## src/design/bra_pkg.sv

```systemverilog
// ----------------------------------------------------------------------------
// bra_pkg
// Shared types, constants and helpers of the bitmap run allocator.
// ----------------------------------------------------------------------------
`default_nettype none

package bra_pkg;

  localparam int WORD_BITS     = 64;
  localparam int MAP_WORDS_DEF = 64;
  localparam int LEN_W         = 7;
  localparam int IDX_W         = 12;
  localparam int TOT_W         = 13;
  localparam int STAT_W        = 2;

  localparam logic [TOT_W-1:0] TOTAL_BITS_RST = 13'd4096;

  typedef enum logic [STAT_W-1:0] {
    STAT_OK    = 2'd0,
    STAT_NOFIT = 2'd1,
    STAT_BAD   = 2'd2
  } status_t;

  typedef enum logic [2:0] {
    ST_CLEAR,
    ST_IDLE,
    ST_DECODE,
    ST_SCAN,
    ST_ALLOC_WR,
    ST_REL_CHK,
    ST_DONE
  } state_t;

  // Commands from the controller to the datapath.
  typedef struct packed {
    logic    clr_step;
    logic    load;
    logic    scan_step;
    logic    alloc_wr;
    logic    rel_rd;
    logic    rel_wr;
    logic    set_res;
    status_t res_code;
    logic    hint_inc;
    logic    hint_low;
    logic    push;
  } ctrl_cmd_t;

  // Status from the datapath to the controller.
  typedef struct packed {
    logic clr_last;
    logic cmd_rel;
    logic len_bad;
    logic rel_bad;
    logic words_zero;
    logic scan_hit;
    logic scan_done;
    logic rel_match;
    logic out_free;
  } dp_stat_t;

  // Run of len ones from bit 0; 64 and above give a full word.
  function automatic logic [WORD_BITS-1:0] run_mask(input logic [LEN_W-1:0] len);
    logic [WORD_BITS-1:0] m;
    if (len >= 7'd64) begin
      m = '1;
    end else begin
      m = (64'd1 << len) - 64'd1;
    end
    return m;
  endfunction

endpackage

`default_nettype wire

```

## src/design/bra_ctrl.sv

```systemverilog
// ----------------------------------------------------------------------------
// bra_ctrl
// Sequencer of the allocator: clearing pass, decode, scan or release check, write back, result.
// ----------------------------------------------------------------------------
`default_nettype none

module bra_ctrl (
  input  wire logic              clk,
  input  wire logic              rst,
  input  wire logic              s_tvalid,
  output logic                   s_tready,
  input  wire bra_pkg::dp_stat_t stat,
  output bra_pkg::ctrl_cmd_t     cmd
);

  bra_pkg::state_t state;
  bra_pkg::state_t state_next;

  always_ff @(posedge clk) begin
    if (rst) begin
      state <= bra_pkg::ST_CLEAR;
    end else begin
      state <= state_next;
    end
  end

  always_comb begin
    state_next = state;
    unique case (state)
      bra_pkg::ST_CLEAR: begin
        if (stat.clr_last) state_next = bra_pkg::ST_IDLE;
      end
      bra_pkg::ST_IDLE: begin
        if (s_tvalid) state_next = bra_pkg::ST_DECODE;
      end
      bra_pkg::ST_DECODE: begin
        priority if (!stat.cmd_rel && (stat.len_bad || stat.words_zero)) begin
          state_next = bra_pkg::ST_DONE;
        end else if (!stat.cmd_rel) begin
          state_next = bra_pkg::ST_SCAN;
        end else if (stat.rel_bad) begin
          state_next = bra_pkg::ST_DONE;
        end else begin
          state_next = bra_pkg::ST_REL_CHK;
        end
      end
      bra_pkg::ST_SCAN: begin
        priority if (stat.scan_hit) begin
          state_next = bra_pkg::ST_ALLOC_WR;
        end else if (stat.scan_done) begin
          state_next = bra_pkg::ST_DONE;
        end
      end
      bra_pkg::ST_ALLOC_WR: state_next = bra_pkg::ST_DONE;
      bra_pkg::ST_REL_CHK:  state_next = bra_pkg::ST_DONE;
      bra_pkg::ST_DONE: begin
        if (stat.out_free) state_next = bra_pkg::ST_IDLE;
      end
      default: state_next = bra_pkg::ST_CLEAR;
    endcase
  end

  always_comb begin
    cmd      = '0;
    s_tready = 1'b0;
    unique case (state)
      bra_pkg::ST_CLEAR: begin
        cmd.clr_step = 1'b1;
      end
      bra_pkg::ST_IDLE: begin
        s_tready = 1'b1;
        cmd.load = s_tvalid;
      end
      bra_pkg::ST_DECODE: begin
        priority if (!stat.cmd_rel && stat.len_bad) begin
          cmd.set_res  = 1'b1;
          cmd.res_code = bra_pkg::STAT_BAD;
        end else if (!stat.cmd_rel && stat.words_zero) begin
          cmd.set_res  = 1'b1;
          cmd.res_code = bra_pkg::STAT_NOFIT;
          cmd.hint_inc = 1'b1;
        end else if (!stat.cmd_rel) begin
          cmd.scan_step = 1'b1;
        end else if (stat.rel_bad) begin
          cmd.set_res  = 1'b1;
          cmd.res_code = bra_pkg::STAT_BAD;
        end else begin
          cmd.rel_rd = 1'b1;
        end
      end
      bra_pkg::ST_SCAN: begin
        cmd.scan_step = 1'b1;
        if (stat.scan_done) begin
          cmd.set_res  = 1'b1;
          cmd.res_code = bra_pkg::STAT_NOFIT;
          cmd.hint_inc = 1'b1;
        end
      end
      bra_pkg::ST_ALLOC_WR: begin
        cmd.alloc_wr = 1'b1;
        cmd.set_res  = 1'b1;
        cmd.res_code = bra_pkg::STAT_OK;
      end
      bra_pkg::ST_REL_CHK: begin
        cmd.set_res = 1'b1;
        if (stat.rel_match) begin
          cmd.rel_wr   = 1'b1;
          cmd.hint_low = 1'b1;
          cmd.res_code = bra_pkg::STAT_OK;
        end else begin
          cmd.res_code = bra_pkg::STAT_BAD;
        end
      end
      bra_pkg::ST_DONE: begin
        cmd.push = stat.out_free;
      end
      default: begin
        cmd = '0;
      end
    endcase
  end

endmodule

`default_nettype wire

```

## config.mk

```make
export PLATFORM = sky130hd
export DESIGN_NAME = bra_ctrl
export DESIGN_NICKNAME = d
export VERILOG_FILES = /design/src/design/bra_pkg.sv /design/src/design/bra_ctrl.sv
export SDC_FILE = /design/constraint.sdc
export NUM_CORES = 1
export LEC_CHECK = 0
export ABC_AREA = 1
export BUFFER_PORTS_ARGS = -buffer_cell sky130_fd_sc_hd__buf_2
export CAP_MARGIN = 10
export CORE_AREA = 3 3 40 42
export CTS_CLUSTER_DIAMETER = 50
export CTS_CLUSTER_SIZE = 8
export DETAILED_ROUTE_END_ITERATION = 6
export DIE_AREA = 0 0 43 45
export HOLD_SLACK_MARGIN = 0.12
export SYNTH_ARGS = -nofsm -noshare
export SYNTH_HDL_FRONTEND = slang
export SYNTH_SLANG_ARGS = --single-unit
```

## constraint.sdc

```tcl
create_clock -name clk -period 2.15 [get_ports clk]
set_input_delay 0.1075 -clock clk [delete_from_list [all_inputs] [get_ports clk]]
set_output_delay 0.1075 -clock clk [all_outputs]
set_load 0.005 [all_outputs]
```

# [Word-level counts from Yosys, hierarchy flattened]
# Index checks and enable logic that the tools add are counted.
# W data, S select, Z words.
[word_totals] out_inout_bits=13 regBits=3 in_bits=12 elab_cells=54
[classes] n_reduce_logical=8 mux=35 n_eq_ne=10
[op_table] op="$mux W3" count=11
[op_table] op="$pmux W3 S6" count=1
[op_table] op="$mux W1" count=17
[op_table] op="$pmux W3 S4" count=1
[op_table] op="$eq A3 B3 Y1 const B" count=3
[op_table] op="$eq A3 B2 Y1 const B" count=2
[op_table] op="$ne A2 B2 Y1 const B" count=3
[op_table] op="$mux W2" count=2
[op_table] op="$mux W4" count=1
[op_table] op="$pmux W1 S2" count=2
[op_table] op="$reduce_and A4 Y1" count=1
[op_table] op="$eq A3 B1 Y1 const B" count=1
[op_table] op="$logic_and A1 B1 Y1" count=3
[op_table] op="$logic_not A3 Y1" count=1
[op_table] op="$ne A3 B3 Y1 const B" count=1
[op_table] op="$reduce_or A2 Y1" count=1
[op_table] op="$logic_not A1 Y1" count=1
[op_table] op="$logic_or A1 B1 Y1" count=1

# [Logic depth before layout (Yosys ltp)]
# Gate-level depths: netlist (run 1).
[logic_depth] ltp_word=5 ltp_mapped=8 ltp_nobuf=8

# [Worst setup path before layout (run 1)]
# No wires, ideal clock.
[synth_timing] path_kind="reg2reg" start="register state[2]" end="register state[2]" path_slack_ns=1.062 setup_time_ns=0.114 stages_incl_launch_ff=8 required_ns=2.036 arrival_time_ns=0.974 period_less_slack_ns=1.088 path_buffers=0 path_cell_list="dfxtp_1 > inv_1 > nand3_2 > nand2_2 > nor2_4 > nand2_1 > nand2_1 > nor2_2"
[synth_between] elab_chain_cells=3 word_cells_on_any_way=14 cone_classes="10 x eq/ne; 1 x mux; 3 x reduce/logical"
[synth_lines] element="start, declared" line_no="bra_ctrl.sv:16" source="bra_pkg::state_t state;"
[synth_lines] element="start signal, assigned" line_no="bra_ctrl.sv:21" source="state <= bra_pkg::ST_CLEAR;"
[synth_lines] element="start signal, assigned" line_no="bra_ctrl.sv:23" source="state <= state_next;"
[synth_lines] element="$eq A3 B3 Y1 (tied with other cells)" line_no="bra_ctrl.sv:29" source="unique case (state)"
[synth_lines] element="$reduce_or A2 Y1 (no source line) (tied with other cells)"
[synth_lines] element="$pmux W3 S6 / $reduce_and A4 Y1 (equally long branches)"
# Several ways; a longest one is shown, not always the timed one.
# A chain may end at the register's enable or synchronous reset.

==> run metrics, run 1 <==
Flop pwr share=19.5%; CTS tree=built; CTS Sinks=3; VDD IR max=0.000497 V; cell mode on critical path=nor2_4; WL final=1.03 mm; clock buffer depth=2; cts repair resizes=0; synth top area cells=nand2_1 21%, dfxtp_1 14%, nor2_1 14%; CP endpoint kind=output port; max-slew violation count=0; Max Fclk=681 MHz; final period utilization=roughly 68%; H-tree levels=1; M1 WL=493 µm; post-synthesis cell count=82; cell row count=13; Area Overhead vs Synth=37.3%; Setup CP Type=flop to output port; total vias in the final route=536; area of the multi-input gates=295 µm²; routability-driven placement congestion ratio=a little under 0.8; Worst Path Max Fanout=7; P per Cell Area=1070 nW/µm²; Core Region=1280 µm²; I/O Pins=25; drt wl/cell=slightly above 8 µm; grt total ovfl=0; Leak=0.000385 µW; chip height=between 40 and 50 µm; post-route worst setup slack=682 ps; Tot Pwr=623 µW; Finished Cell Area=581 µm²; Crit path max-delay family=simple AND/OR/NAND/NOR gates; CP arrival=about 1400 ps; nets@finish=~120; largest registers=state (3); Critical Path RT=2040 ps; number of antenna cells inserted=0; initial core utilization=between 30% and 40%; root buffer cell=clkbuf_4; Worst Path Buf+Inv=2; syn avg cell area=5.16 µm²; Synth Warn #=0; final core utilization=45.2%; Clock power frac=15.7%; clock insertion delay at the later pin of the skew report=about 230 ps; drt first pass iters=4; switching power of the nets=309 µW; # Max-Cap Violations=0; area share of the largest cell type after synthesis=21.3%; hold crit path type=primary input to flop; fraction of layout cells with a size suffix above 1=between 30% and 40%; Slew headroom=82.3%; Tightest Pin Transition=approximately 270 ps; status=completed; vias in the first global route=439; count of input and output buffers=24; DR iter-0 viols=8; Die ar.=1940 µm²; Clock Skews=4.63 ps; DP Area=approximately 550 µm²; antenna violations before repair=0; startpoint types=flop; post-DP HPWL=around 900 µm; switching part of the total=49.6%; DIE WIDTH=roughly 43 µm; setup violators final=0; Biggest register=state; #FFs+latches synth=3; post-route ant nets=0; logic gate share of total power=64.8%; Overall Global Routing Usage=around 11%; Avg Vias per Cell=4.32; number of CTS-inserted buffers=3; met3 WL=65 µm; RSZ-0062 raised after global routing=false; area leader, netlist=nand2_1; Crit-path slowest cell=dfxtp_1; clock transition at the registers of the reported paths=40 ps; post-synthesis sequential area ratio=14.2%; Post-CTS Setup Bufs=0; Met2 Wirelength=roughly 470 µm; CP peak stage delay=between 400 and 500 ps; largest net degree at the start of global routing=9; Pint=roughly 310 µW; Hold Vio Cnt, Final=0; fillers=approximately 150; crit path cell chain=inv_2, nor2_4, nand2_2, nor2_4, nand2_1, nand4_1, buf_2; worst slack, placed=930 ps; Post-Syn Area=423 µm²; first-pass GRT wire length=1.69 mm; DRC viols=0; setup tns final=0 ps; Net Count, Synth=94; CTS Hold Bufs=0; max reg flops=3; crit path time final=1470 ps; top sig layer=met3; Synth cell types=16; Register Area=60.1 µm²
[kinds of logic after synthesis]
family | synth area share [%]
AOI/OAI and AO/OA | 6.81
DFF | 14.2
buffers and inverters | 16.0
and+or+nand+nor | 63.0
[through the flow]
step,cells,hold WS (ps)
2_1_floorplan,82,275
3_3_place_gp,120,379
3_5_place_dp,120,385
4_1_cts,124,136
5_1_grt,124,179
6_report,124,149
[final timing paths]
kind | startpoint | end | slack, ps | cells past startpoint
worst max register to register | state[2] | state[0] | 920 | 7
worst max-delay path | state[1] | cmd[5] | 680 | 7
worst min-delay path | rst | state[1] | 150 | 4
worst min register to register | state[1] | state[1] | 580 | 2
[layout by cell type, fill, tap and decap left out]
cell type,netlist,layout
clkbuf_4,0,3
o21ai_0,2,2
nor2_4,3,3
a21oi_1,1,1
nor2_1,16,16
nand3_2,1,1
inv_2,1,1
clkbuf_1,0,1
buf_2,0,24
o22ai_1,1,1
nand2_2,3,3
nand4_1,1,1
nand3_1,7,7
dfxtp_1,3,3
o31ai_1,1,1
inv_1,15,15
nand2_1,24,24
nor2_2,2,2
[worst min-delay path, stage by stage]
cell     delay [ps]
buf_2            70
inv_1            60
nand2_1          70
nor2_1           30
[layer usage]
metal  track usage, %  vias up
met5                0        -
met2             17.7       14
met3             2.39        0
li1                 -      303
met1             15.2      219
met4             5.42        0
[power by group through the flow]
stage	clock [µW]	combinational, µW	sequential (µW)
final	97.7	404	122
after global routing	107	467	128
after CTS	103	408	121
after detailed placement	0	406	122
after global placement	0	405	122
after floorplan	0	296	113
[cell usage after synthesis (all sizes together)]
cell    n
nor2   21
o22ai   1
dfxtp   3
nand4   1
o31ai   1
nand2  27
nand3   8
o21ai   2
a21oi   1
buf     1
inv    16
[area by class of cell]
class                      count  area share [%]
clock buffer                   4            4.53
inverter                      16            10.3
multi-input combinational     62            50.9
sequential                     3            10.3
tap                           15            3.23
timing repair buffer          24            20.7
No activity file was read; power rests on OpenSTA's default activity.
==> run 2, diff against run 1 <==
==> constraint.sdc (replaced) <==
create_clock -name clk -period 1.5 [get_ports clk]
set_input_delay 0.075 -clock clk [delete_from_list [all_inputs] [get_ports clk]]
set_output_delay 0.075 -clock clk [all_outputs]
set_load 0.005 [all_outputs]
==> run metrics, run 2 (synthesis gave the netlist of run 1 again) <==
initial core utilization=32.9% (unchanged); H-tree levels=1 (unchanged); setup tns final=0 ps (unchanged); HP Start=stat[8]; most frequent cells in the layout=24 x nand2_1, 24 x buf_2, 16 x nor2_1; Setup CP Type=flop to output port; Biggest register=state; grt total ovfl=0 (unchanged); # Max-Cap Violations=0 (unchanged); DIE WIDTH=43 µm (unchanged); chip height=45 µm (unchanged); Avg Vias per Cell=4.29 (-0.85%); Core Region=1280 µm² (unchanged); count of input and output buffers=24 (unchanged); DR iter-0 viols=7 (-1); routability-driven placement congestion ratio=0.767 (-0.39%); antenna violations before repair=0 (unchanged); Leak=0.000395 µW (+2.5%); # placed instances=121 (+0.83%); Tightest Pin Transition=257 ps (-7.96 ps); Die ar.=1940 µm² (unchanged); clock transition at the registers of the reported paths=40 ps (about the same); largest registers=state (3); vias in the first global route=434 (-1.1%); startpoint types=flop; P per Cell Area=1510 nW/µm² (+41%); max reg flops=3 (unchanged); total vias in the final route=540 (+0.75%); Min Hold Slack=216 ps (+67.5 ps); nets@finish=124 (+1.6%); drt first pass iters=2 (-2); r2r startpoint=state[0]; status=completed; setup violators final=0 (unchanged); setup slack, reg-to-reg=300 ps (-620 ps); clock insertion delay at the later pin of the skew report=240 ps (about the same); Area Overhead vs Synth=41.7%; clock buffer depth=2 (unchanged); Clock Skews=5.76 ps (+1.13 ps); Worst Hold Path Cells=5 (+1); post-route ant nets=0 (unchanged); CTS Sinks=3 (unchanged); number of CTS-inserted buffers=3 (unchanged); root buffer cell=clkbuf_4; Slew headroom=82.8% (+0.53 points); Worst Path Max Fanout=7 (unchanged); CTS tree=built; hold crit path type=primary input to flop; drt wl/cell=8.07 µm (-2.9%); Post-CTS Setup Bufs=0 (unchanged); RSZ-0062 raised after global routing=false; cell row count=13 (unchanged); CP arrival=1280 ps (-80 ps); Final Non-Filler Cells=126 (+1.6%); final period utilization=90.1%; crit path time final=1350 ps; VDD IR max=0.000557 V (+12%); RR Endpoint=state[2]; Hold Vio Cnt, Final=0 (unchanged); Worst Hold End=state[0]; fraction of layout cells with a size suffix above 1=35.1% (+1.2 points); post-DP HPWL=905 µm (+0.48%); number of antenna cells inserted=0 (unchanged); first-pass GRT wire length=1.64 mm (-3.3%); largest net degree at the start of global routing=9 (unchanged); max-slew violation count=0 (unchanged); CP endpoint kind=output port; I/O Pins=25 (unchanged); DRC viols=0 (unchanged); Max Fclk=740 MHz; fillers=151 (+2.0%); Critical Path RT=1420 ps (-620 ps); WL final=1.02 mm (-1.4%); worst r2r path cells=7 (unchanged); Overall Global Routing Usage=11.1% (-0.34 points)
-- run 2: changes by cell type in the layout (fill, tap and decap cells not counted), sizes merged --
| cell | delta |
|---|---|
| buf | +1 |
| dlygate4sd3 | +1 |
-- run 2: worst max-delay path by stage --
stage                  start       end  slack (ps)  depth (start not counted)
floorplan           state[2]  state[2]         410                          7
global placement    state[1]  state[0]         300                          8
detailed placement  state[0]  state[2]         300                          7
CTS                 state[1]    cmd[5]          50                          7
global route        state[0]    cmd[3]          20                          5
finish              state[1]    cmd[5]         150                          7
-- run 2: timing repair --
item,CTS,global route
endpoints found under the hold margin,3,0
gates resized for setup,0,1
endpoints found under the setup margin,0,4
hold buffers,1,0
-- run 2: stage by stage --
step	area [µm²]	total power, µW	worst slack (ps)	util [%]
after floorplan	423	587	412	-
after global placement	562	773	304	43.7
after detailed placement	562	769	304	43.7
after CTS	598	923	48.0	46.5
after global routing	599	1020	15.3	46.6
final	599	906	148	46.6
-- run 2: layout make-up --
type | instances | area, µm² | area share [%]
Sequential cell | 3 | 61.3 | 10.2
Tap cell | 15 | 18.8 | 3.13
Multi-Input combinational cell | 62 | 295 | 49.3
Timing Repair Buffer | 26 | 138 | 23.0
Clock buffer | 4 | 26.3 | 4.38
Inverter | 16 | 60.1 | 10.0
-- run 2: power breakdown --
part           total, µW  internal [µW]  switching [µW]
combinational        591            248             343
sequential           171            116            55.0
clock                143           99.8            43.2
-- run 2: layer usage --
metal	share of wire, %	GRT usage (%)	up-vias	wire [µm]
li1	-	-	304	-
met4	1.6	7.23	0	16
met1	47	14.2	220	482
met2	45	17.7	14	456
met5	0	0	-	0
met3	6.2	1.20	2	63
-- run 2: worst max-delay path, cell delays in order, from the launching register on --
cell and delay [ps]:
dfxtp_2 380, inv_2 70, nor2_4 120, nand2_2 110, nor2_4 130, nand2_1 60, nand4_1 60, buf_2 110
